--- config.mk ---
export PLATFORM = sky130hd
export DESIGN_NAME = audio_gain_mute_trim_core
export DESIGN_NICKNAME = d
export VERILOG_FILES = /design/src/rtl/agmt_pkg.sv /design/src/rtl/audio_gain_mute_trim_core.sv
export SDC_FILE = /design/constraint.sdc
export NUM_CORES = 2
export LEC_CHECK = 0
export ABC_AREA = 1
export BUFFER_PORTS_ARGS = -buffer_cell sky130_fd_sc_hd__clkbuf_2
export CORE_UTILIZATION = 55
export CTS_CLUSTER_SIZE = 28
export DETAILED_ROUTE_END_ITERATION = 6
export GPL_ROUTABILITY_DRIVEN = 0
export PLACE_DENSITY = 0.7
export SLEW_MARGIN = 25
export SYNTH_ARGS = -nofsm -noshare
export SYNTH_HDL_FRONTEND = slang
export SYNTH_SLANG_ARGS = --single-unit
--- constraint.sdc ---
create_clock -name aclk -period 9.7 [get_ports aclk]
set_input_delay 1.455 -clock aclk [delete_from_list [all_inputs] [get_ports aclk]]
set_output_delay 1.455 -clock aclk [all_outputs]
set_load 0.05 [all_outputs]
--- src/rtl/agmt_pkg.sv ---
// Shared types, codes and the volume gain table of the audio gain, mute and trim stage.
package agmt_pkg;

    // Item kinds on the input channel.
    localparam logic [1:0] FUNC_BUF_START = 2'd0;
    localparam logic [1:0] FUNC_SAMPLE    = 2'd1;
    localparam logic [1:0] FUNC_BUF_END   = 2'd2;

    // Clock trim codes.
    localparam logic [1:0] TRIM_SLOW   = 2'd0;
    localparam logic [1:0] TRIM_NORMAL = 2'd1;
    localparam logic [1:0] TRIM_FAST   = 2'd2;

    localparam logic [15:0] THRESHOLD_RESET   = 16'd4;
    localparam logic [16:0] GAIN_RESET        = 17'd983;
    localparam logic [11:0] LEVEL_COUNT_LIMIT = 12'd4093;
    localparam logic [6:0]  VOLUME_MAX        = 7'd100;
    localparam int          GAIN_STEP_SHIFT   = 6;

    localparam logic [16:0] GAIN_TABLE [0:100] = '{
        17'd0,     17'd4,     17'd8,     17'd12,    17'd16,
        17'd20,    17'd24,    17'd27,    17'd29,    17'd31,
        17'd34,    17'd37,    17'd40,    17'd44,    17'd48,
        17'd52,    17'd57,    17'd61,    17'd67,    17'd73,
        17'd79,    17'd86,    17'd94,    17'd102,   17'd111,
        17'd120,   17'd131,   17'd142,   17'd155,   17'd168,
        17'd183,   17'd199,   17'd217,   17'd236,   17'd256,
        17'd279,   17'd303,   17'd330,   17'd359,   17'd390,
        17'd424,   17'd462,   17'd502,   17'd546,   17'd594,
        17'd646,   17'd703,   17'd764,   17'd831,   17'd904,
        17'd983,   17'd1069,  17'd1163,  17'd1265,  17'd1376,
        17'd1496,  17'd1627,  17'd1770,  17'd1925,  17'd2094,
        17'd2277,  17'd2476,  17'd2693,  17'd2929,  17'd3186,
        17'd3465,  17'd3769,  17'd4099,  17'd4458,  17'd4849,
        17'd5274,  17'd5736,  17'd6239,  17'd6785,  17'd7380,
        17'd8026,  17'd8730,  17'd9495,  17'd10327, 17'd11232,
        17'd12216, 17'd13286, 17'd14450, 17'd15716, 17'd17093,
        17'd18591, 17'd20220, 17'd21992, 17'd23919, 17'd26015,
        17'd28294, 17'd30773, 17'd33470, 17'd36403, 17'd39592,
        17'd43061, 17'd46835, 17'd50938, 17'd55402, 17'd60256,
        17'd65536
    };

    typedef struct packed {
        logic [1:0]  func;
        logic [31:0] left_word;
        logic [31:0] right_word;
        logic [11:0] fifo_level;
        logic        rx_stable;
        logic [6:0]  volume_index;
    } agmt_in_t;

    typedef struct packed {
        logic signed [31:0] left_out;
        logic signed [31:0] right_out;
        logic [1:0]         clock_trim;
        logic               muted;
        logic               signal_present;
    } agmt_out_t;

endpackage

--- src/rtl/audio_gain_mute_trim_core.sv ---
// Stereo playback stage: mute, clock trim, gain ramp, sample scaling and level detection.
// Every accepted beat produces exactly one result beat. The block takes one beat per
// clock cycle while the result side is not stalled; a result beat passes through the
// input register, then one pass of scaling and state update into the result register.
// Buffer-start beats update mute, trim and the gain ramp, sample beats scale both
// channels by the current gain unless muted, and buffer-end beats report whether the
// average absolute level exceeded level_threshold. The threshold comes through the
// always-ready cfg channel; write it only while no beat is in flight (not enforced).
module audio_gain_mute_trim_core #(
    parameter int FIFO_DEPTH = 2048,
    parameter int TRIM_BAND  = 384
) (
    input  logic                aclk,
    input  logic                aresetn,
    input  logic                cfg_valid,
    output logic                cfg_ready,
    input  logic [15:0]         cfg_data,
    input  logic                s_valid,
    output logic                s_ready,
    input  agmt_pkg::agmt_in_t  s_data,
    output logic                m_valid,
    input  logic                m_ready,
    output agmt_pkg::agmt_out_t m_data
);

    localparam int HALF_LEVEL = FIFO_DEPTH / 2;
    localparam int LOW_LEVEL  = HALF_LEVEL - TRIM_BAND;
    localparam int HIGH_LEVEL = HALF_LEVEL + TRIM_BAND;
    localparam logic signed [17:0] HALF_C = 18'(HALF_LEVEL);
    localparam logic signed [17:0] LOW_C  = 18'(LOW_LEVEL);
    localparam logic signed [17:0] HIGH_C = 18'(HIGH_LEVEL);

    logic [15:0]         thr_reg;
    logic                in_vld_reg;
    agmt_pkg::agmt_in_t  in_reg;
    logic                out_vld_reg;
    agmt_pkg::agmt_out_t out_reg;
    logic [16:0]         gain_reg, gain_next;
    logic                mute_reg, mute_next;
    logic [1:0]          trim_reg, trim_next;
    logic [27:0]         sum_reg, sum_next;
    logic [11:0]         count_reg, count_next;
    agmt_pkg::agmt_out_t result;
    logic                advance;
    logic signed [17:0]  fifo_s;
    logic [6:0]          vidx;
    logic [16:0]         target;
    logic [17:0]         step;
    logic [16:0]         lvl_l, lvl_r;
    logic [28:0]         thr_prod;

    // Scales one 24-bit sample; the precision follows the gain magnitude and
    // the pre-divisions truncate toward zero.
    function automatic logic signed [31:0] scale_word(input logic [31:0] word,
                                                      input logic [16:0] g);
        logic signed [23:0] s;
        logic signed [23:0] a;
        logic [8:0]         m;
        logic signed [33:0] p;
        s = word[27:4];
        if (g >= 17'd256) begin
            a = s;
            m = g[16:8];
        end else if (g >= 17'd16) begin
            a = (s + (s[23] ? 24'sd15 : 24'sd0)) >>> 4;
            m = {5'd0, g[7:4]};
        end else begin
            a = (s + (s[23] ? 24'sd255 : 24'sd0)) >>> 8;
            m = {5'd0, g[3:0]};
        end
        p = 34'(a) * 34'($signed({1'b0, m}));
        p = p + 34'sd1;
        return p[31:0];
    endfunction

    function automatic logic [16:0] level_abs(input logic [31:0] word);
        logic signed [16:0] e;
        e = {word[27], word[27:12]};
        return e[16] ? 17'(-e) : 17'(e);
    endfunction

    assign cfg_ready     = 1'b1;
    assign advance       = in_vld_reg && (!out_vld_reg || m_ready);
    assign s_ready       = !in_vld_reg || advance;
    assign m_valid       = out_vld_reg;
    assign m_data        = out_reg;

    assign fifo_s   = $signed({6'd0, in_reg.fifo_level});
    assign vidx     = (in_reg.volume_index > agmt_pkg::VOLUME_MAX) ?
                      agmt_pkg::VOLUME_MAX : in_reg.volume_index;
    assign target   = agmt_pkg::GAIN_TABLE[vidx];
    assign lvl_l    = level_abs(in_reg.left_word);
    assign lvl_r    = level_abs(in_reg.right_word);
    assign thr_prod = (29'(thr_reg) + 29'd1) * 29'(count_reg);

    always_comb begin
        gain_next  = gain_reg;
        mute_next  = mute_reg;
        trim_next  = trim_reg;
        sum_next   = sum_reg;
        count_next = count_reg;
        step       = '0;
        result.left_out       = 32'sd1;
        result.right_out      = 32'sd1;
        result.signal_present = 1'b0;
        case (in_reg.func)
            agmt_pkg::FUNC_BUF_START: begin
                if (!in_reg.rx_stable) begin
                    mute_next = 1'b1;
                end else if (mute_reg && fifo_s >= HALF_C) begin
                    mute_next = 1'b0;
                end
                sum_next   = '0;
                count_next = '0;
                if (!mute_next) begin
                    if (fifo_s <= LOW_C) begin
                        trim_next = agmt_pkg::TRIM_SLOW;
                    end else if (fifo_s <= HIGH_C) begin
                        trim_next = agmt_pkg::TRIM_NORMAL;
                    end else begin
                        trim_next = agmt_pkg::TRIM_FAST;
                    end
                    // Move one sixty-fourth of the distance, rounded down, plus one count.
                    if (gain_reg < target) begin
                        step      = ({1'b0, target - gain_reg} + 18'd64) >> agmt_pkg::GAIN_STEP_SHIFT;
                        gain_next = gain_reg + step[16:0];
                    end else if (gain_reg > target) begin
                        step      = ({1'b0, gain_reg - target} + 18'd64) >> agmt_pkg::GAIN_STEP_SHIFT;
                        gain_next = gain_reg - step[16:0];
                    end
                end
            end
            agmt_pkg::FUNC_SAMPLE: begin
                if (!mute_reg) begin
                    result.left_out  = scale_word(in_reg.left_word, gain_reg);
                    result.right_out = scale_word(in_reg.right_word, gain_reg);
                    if (count_reg <= agmt_pkg::LEVEL_COUNT_LIMIT) begin
                        sum_next   = sum_reg + {11'd0, lvl_l} + {11'd0, lvl_r};
                        count_next = count_reg + 12'd2;
                    end
                end
            end
            agmt_pkg::FUNC_BUF_END: begin
                result.signal_present = (count_reg != 12'd0) && ({1'b0, sum_reg} >= thr_prod);
                sum_next   = '0;
                count_next = '0;
            end
            default: begin
            end
        endcase
        result.clock_trim = trim_next;
        result.muted      = mute_next;
    end

    always_ff @(posedge aclk) begin
        if (!aresetn) begin
            thr_reg     <= agmt_pkg::THRESHOLD_RESET;
            in_vld_reg  <= 1'b0;
            out_vld_reg <= 1'b0;
            gain_reg    <= agmt_pkg::GAIN_RESET;
            mute_reg    <= 1'b1;
            trim_reg    <= agmt_pkg::TRIM_NORMAL;
            sum_reg     <= '0;
            count_reg   <= '0;
        end else begin
            if (cfg_valid && cfg_ready) begin
                thr_reg <= cfg_data;
            end
            if (s_ready) begin
                in_vld_reg <= s_valid;
            end
            if (advance) begin
                out_vld_reg <= 1'b1;
                gain_reg    <= gain_next;
                mute_reg    <= mute_next;
                trim_reg    <= trim_next;
                sum_reg     <= sum_next;
                count_reg   <= count_next;
            end else if (m_ready) begin
                out_vld_reg <= 1'b0;
            end
        end
    end

    always_ff @(posedge aclk) begin
        if (s_valid && s_ready) begin
            in_reg <= s_data;
        end
        if (advance) begin
            out_reg <= result;
        end
    end

endmodule

### Word level (Yosys, flattened, before mapping)

Memories as Yosys holds them, arrays and structs flattened.
Cells that the tools add are included.

* add/sub/neg operators: 18
* $mul: 3
* order comparisons: 11
* eq/ne operators: 4
* mux-type cells: 39
* bitwise gates (word level): 3
* reductions and logical operators: 17

Operators with widths (number)
* $mux W24: 8
* $mux W17: 6
* $add A32 B2 Y32 const B: 2
* $mul A24 B10 Y32: 2
* $add A28 B17 Y28: 2
* $mux W28: 2
* $pmux W28 S2: 1
* $add A24 B5 Y24: 2
* $add A24 B9 Y24: 2
* $add A17 B7 Y18 const B: 2
* $neg A16 Y17: 2
* $sub A17 B17 Y17: 2
* $ge A28 B29 Y1: 1
* $mul A17 B12 Y29: 1
* $mux W9: 3
* $mux W12: 2
* $pmux W12 S2: 1
* $add A16 B1 Y17 const B: 1
* $add A17 B12 Y17: 1
* $ge A17 B5 Y1 const B: 1
* $ge A17 B9 Y1 const B: 1
* $gt A17 B17 Y1: 1
* $lt A17 B17 Y1: 1
* $sub A17 B12 Y17: 1
* other kinds (25): 47

* register bits after elaboration: 224
* memory bits (read-only): 2176
* output and inout port bits: 71
* word-level logic and storage cells: 115
* memories kept: 1

Memory list
* (no name shown): words 128, bits a word 17, read ports 1, clocked after Yosys merged registers in 0, write ports 0, RTL line audio_gain_mute_trim_core.sv:91 `assign target = agmt_pkg::GAIN_TABLE[vidx];`

### Longest topological paths before layout

* depth after elaboration: 11
* gate-level depth with buffers: 51
* depth with buffers taken out: 51

### Least setup slack after synthesis

OpenSTA, ideal clock, no wires.

* kind: register -> register
* start: register thr_reg[0]
* end: register out_reg (netlist bit m_data[0]), data pin
* setup time: 265 ps
* arrival time: 7004 ps
* required time: 9435 ps
* slack: 2431 ps
* cell stages (with the launch flop): 43
* clock period less this slack: 7269 ps
* cells stage by stage: dfxtp_1 -> clkbuf_1 -> nand3_1 -> nor2_1 -> inv_1 -> nor2_1 -> inv_1 -> nor2_1 -> nand2_1 -> nor2_1 -> xor2_1 -> inv_1 -> nand2_1 -> fa_1 -> fa_1 -> inv_1 -> fa_1 -> fa_1 -> [7 not listed] -> o21ai_0 -> a21oi_1 -> nor3_1 -> nor2_1 -> o21ai_0 -> xnor2_1 -> ha_1 -> nand2_1 -> inv_1 -> a221o_1 -> a221oi_1 -> nand2_1 -> nand3_1 -> nand2_1 -> nand2_1 -> nand2_1 -> nand2_1 -> nor2_1

* longest elaborated chain between the ends: 4

RTL lines
* start, declared: RTL line audio_gain_mute_trim_core.sv:33 `logic [15:0] thr_reg;`
* start signal, assigned: RTL line audio_gain_mute_trim_core.sv:157 `thr_reg <= agmt_pkg::THRESHOLD_RESET;`
* start signal, assigned: RTL line audio_gain_mute_trim_core.sv:167 `thr_reg <= cfg_data;`
* $add A16 B1 Y17: RTL line audio_gain_mute_trim_core.sv:94 `assign thr_prod = (29'(thr_reg) + 29'd1) * 29'(count_reg);`
* $mul A17 B12 Y29: RTL line audio_gain_mute_trim_core.sv:94
* $ge A28 B29 Y1: RTL line audio_gain_mute_trim_core.sv:144 `result.signal_present = (count_reg != 12'd0) && ({1'b0, sum_reg} >= thr_prod);`
* $logic_and A1 B1 Y1: RTL line audio_gain_mute_trim_core.sv:144
* end signal, assigned: RTL line audio_gain_mute_trim_core.sv:190 `out_reg <= result;`
* end, declared: RTL line audio_gain_mute_trim_core.sv:37 `agmt_pkg::agmt_out_t out_reg;`

Every way passes these cells.
A chain may end at the register's enable or synchronous reset.

### Worst setup path after layout

Ends and elaborated chain as after synthesis.

==> impl_metrics.py <==
metrics = {
    "sta": {
        "slew_headroom_pct": 26.1,
        "finalSetupViolCount": 0,
        "finalMaxSlewViolations": 0,
        "fmax_mhz": 117,
        "fin_tns_setup_ns": 0,
        "hold_violations": 0,
        "fin_crit_ns": 8.55,
        "fin_crit_sh_pct": 88.1,
        "tightest_slew_ns": 1.10,
        "rsz0062_at_grt": "false",
        "fin_skew_ns": 0.0220,
    },
    "placement": {
        "numPortBuffers": 160,
        "place_area_sq_um": 40300,
        "dp_hpwl_mm": 82.7,
    },
    "die": {
        "ioPinCount": 178,
        "num_rows": 96,
        "die_area_sq_um": 71300,
        "initial_core_util_pct": 55.9,
        "core_area_sq_um": 69100,
        "die_h_um": 267,
        "die_x_um": 267,
    },
    "final_layout": {
        "area_growth_pct": 7.06,
        "seqCellArea_sq_um": 5690,
        "multiInputGateArea_sq_um": 28000,
        "diodes": 0,
        "fill_cells": 6427,
        "largest_reg_flops": 68,
        "drive_above_1_share_pct": 6.63,
        "fin_area_sq_um": 41300,
        "fin_nets": 6257,
    },
    "run": {
        "drv_cap": 0,
    },
    "worst_setup_path": {
        "crit_top_cell": "nand2_1",
        "start_kind": "flop",
        "slowest_delay_ns": 0.62,
        "cp.required_ns": 10.03,
        "worstRegToRegCells": 42,
        "r2r-start": "thr_reg[0]",
        "critPathKind": "reg2reg",
        "crit_fanout": 11,
        "r2r_slack_ns": 1.15,
        "rr_endpoint": "m_data[0]",
        "crit_buf_inv": 9,
        "end_kind": "flop",
        "slowest_stage": "dfxtp_1",
        "worstPathArrival_ns": 8.88,
        "path_delay_family": "adder cells",
    },
    "grt": {
        "gr-total-overflow": 0,
        "grtUsageMet1_pct": 40.3,
        "grt_use_met3_pct": 4.07,
        "track_usage_pct": 29.7,
        "grt_max_degree": 69,
        "antenna_found_initial": 1,
        "grt_first_pass_wirelength_mm": 169,
        "use_met2_pct": 49.5,
        "grt_pass1_vias": 33500,
        "top_usage_layer": "met2",
    },
    "cts": {
        "post_cts_buffers": 0,
        "holdBufCountCts": 0,
        "clock-root-buffer": "clkbuf_16",
        "htree_levels": 1,
        "cts_buffers": 29,
        "clk_pin_slew_ns": 0.06,
        "ctsResizeCount": 0,
        "tritoncts": "built",
        "cts_sinks": 215,
        "cts_buffer_depth": 3,
        "clkLatencyLatePin_ns": 0.60,
    },
    "route": {
        "drt-total-wl_mm": 104,
        "first_iter_violations": 2809,
        "drc": 0,
        "drt-pass1-iter-count": 6,
        "num_vias": 34200,
        "postRouteAntennaNets": 0,
        "viasPerCell": 5.46,
        "wl_per_cell_um": 16.6,
    },
    "min_path": {
        "holdCritPathClass": "reg2reg",
        "min_path_cells": 2,
        "hold_end": "trim_reg[0]",
        "min-delay-start": "trim_reg[0]",
    },
    "yosys": {
        "synth_edf_count": 138,
        "netlist.area_leader.share_pct": 26.5,
        "yosys_warnings": 0,
        "synthTopCellsByArea": "fa_1, inv_1, ha_1",
        "ys.flop_type": "edfxtp_1",
        "synth_common_cells": "inv_1, nand2_1, nor2_1, fa_1, a21oi_1",
        "asyncSetResetFlopFracSynth_pct": 0,
        "syn_inst": 5209,
        "synth_seq_cells": 215,
        "synthesis.area_sq_um": 38600,
        "yosysSeqAreaShare_pct": 14.7,
        "yosys.cell_types.count": 68,
        "syn_avg_cell_area_sq_um": 7.41,
        "synth.largest_area_cell": "fa_1",
        "synth.most_common_cell": "inv_1",
    },
    "pwr": {
        "powerDensity_nw_per_um2": 97.0,
        "ir_worst_vdd_mv": 0.144,
        "p_leak_nw": 21.6,
    },
    "outcome": {
        "run_status": "finished, final reports clean",
    },
}
-- metrics by stage --
step / cells / power [mW] / worst slack, ns / utilization, % / hold WS (ns)
finish: 6255 / 4.01 / 1.15 / 59.9 / 0.482
global placement: 6202 / 2.83 / 1.33 / 58.4 / 0.450
floorplan: 5227 / 2.43 / 2.43 / - / 0.433
detailed placement: 6202 / 2.86 / 1.20 / 58.4 / 0.471
global route: 6255 / 4.31 / 0.482 / 59.9 / 0.505
CTS: 6255 / 4.02 / 1.20 / 59.9 / 0.483
-- cells in the final DEF (no fill, tap or decap), types with 50 or more instances in the layout --
| master | instances |
|---|---|
| fa_1 | 511 |
| nor3_1 | 50 |
| xor2_1 | 80 |
| a21oi_1 | 373 |
| dfxtp_1 | 76 |
| inv_1 | 1152 |
| ha_1 | 337 |
| clkbuf_2 | 160 |
| nor2_1 | 516 |
| nand3_1 | 184 |
| nand2_1 | 979 |
| edfxtp_1 | 138 |
| o21ai_0 | 245 |
-- cell type report --
class                           instances  share of cell area [%]
Multi-Input combinational cell       3680                    67.6
Sequential cell                       215                    13.8
Inverter                             1180                    10.7
Tap cell                              931                    2.82
Timing Repair Buffer                  196                    2.66
Clock buffer                           40                    2.05
Clock inverter                         13                   0.378
-- worst max path at each step --
stage	slack, ns	endpoint	from	depth (start not counted)
after floorplan	2.43	m_data[0]	thr_reg[0]	42
after CTS	1.20	m_data[0]	thr_reg[0]	42
final	1.15	m_data[0]	thr_reg[0]	42
after detailed placement	1.20	m_data[0]	thr_reg[0]	43
after global routing	0.48	m_data[0]	thr_reg[0]	43
after global placement	1.33	m_data[0]	thr_reg[0]	43
-- routing by layer --
| metal | wire length, um | vias up |
|---|---|---|
| li1 | - | 16400 |
| met1 | 44400 | 16100 |
| met2 | 48200 | 1433 |
| met3 | 8500 | 199 |
| met4 | 3030 | 0 |
| met5 | 0 | - |
-- report_power, final --
part	leakage (nW)	internal [mW]	switching (mW)
combinational	19.2	0.608	1.21
sequential	1.96	1.02	0.0461
clock	0.494	0.690	0.445
total	21.6	2.31	1.70
-- worst reg2reg max path, delay by kind of cell, from the launching register on --
kind | cells | cell delay [ns]
flops | 1 | 0.62
compound gates | 2 | 0.52
simple gates | 22 | 2.83
buf+inv | 9 | 0.76
fa+ha+maj | 8 | 3.41
xor+xnor | 1 | 0.15
-- cell families (layout without fill, tap and decap cells) --
logic type | count (synthesis) | in the layout | synth area share, %
buffers and inverters | 1332 | 1429 | 13.1
AND/OR/NAND/NOR | 1874 | 1874 | 20.2
adder cells (fa/ha/maj) | 848 | 848 | 37.4
XOR/XNOR | 115 | 115 | 2.68
flip-flops | 215 | 215 | 14.7
AO/OA/AOI/OAI | 823 | 823 | 11.9
other | 2 | 20 | 0.0194
Note: power is estimated with default switching activity, not from simulation.
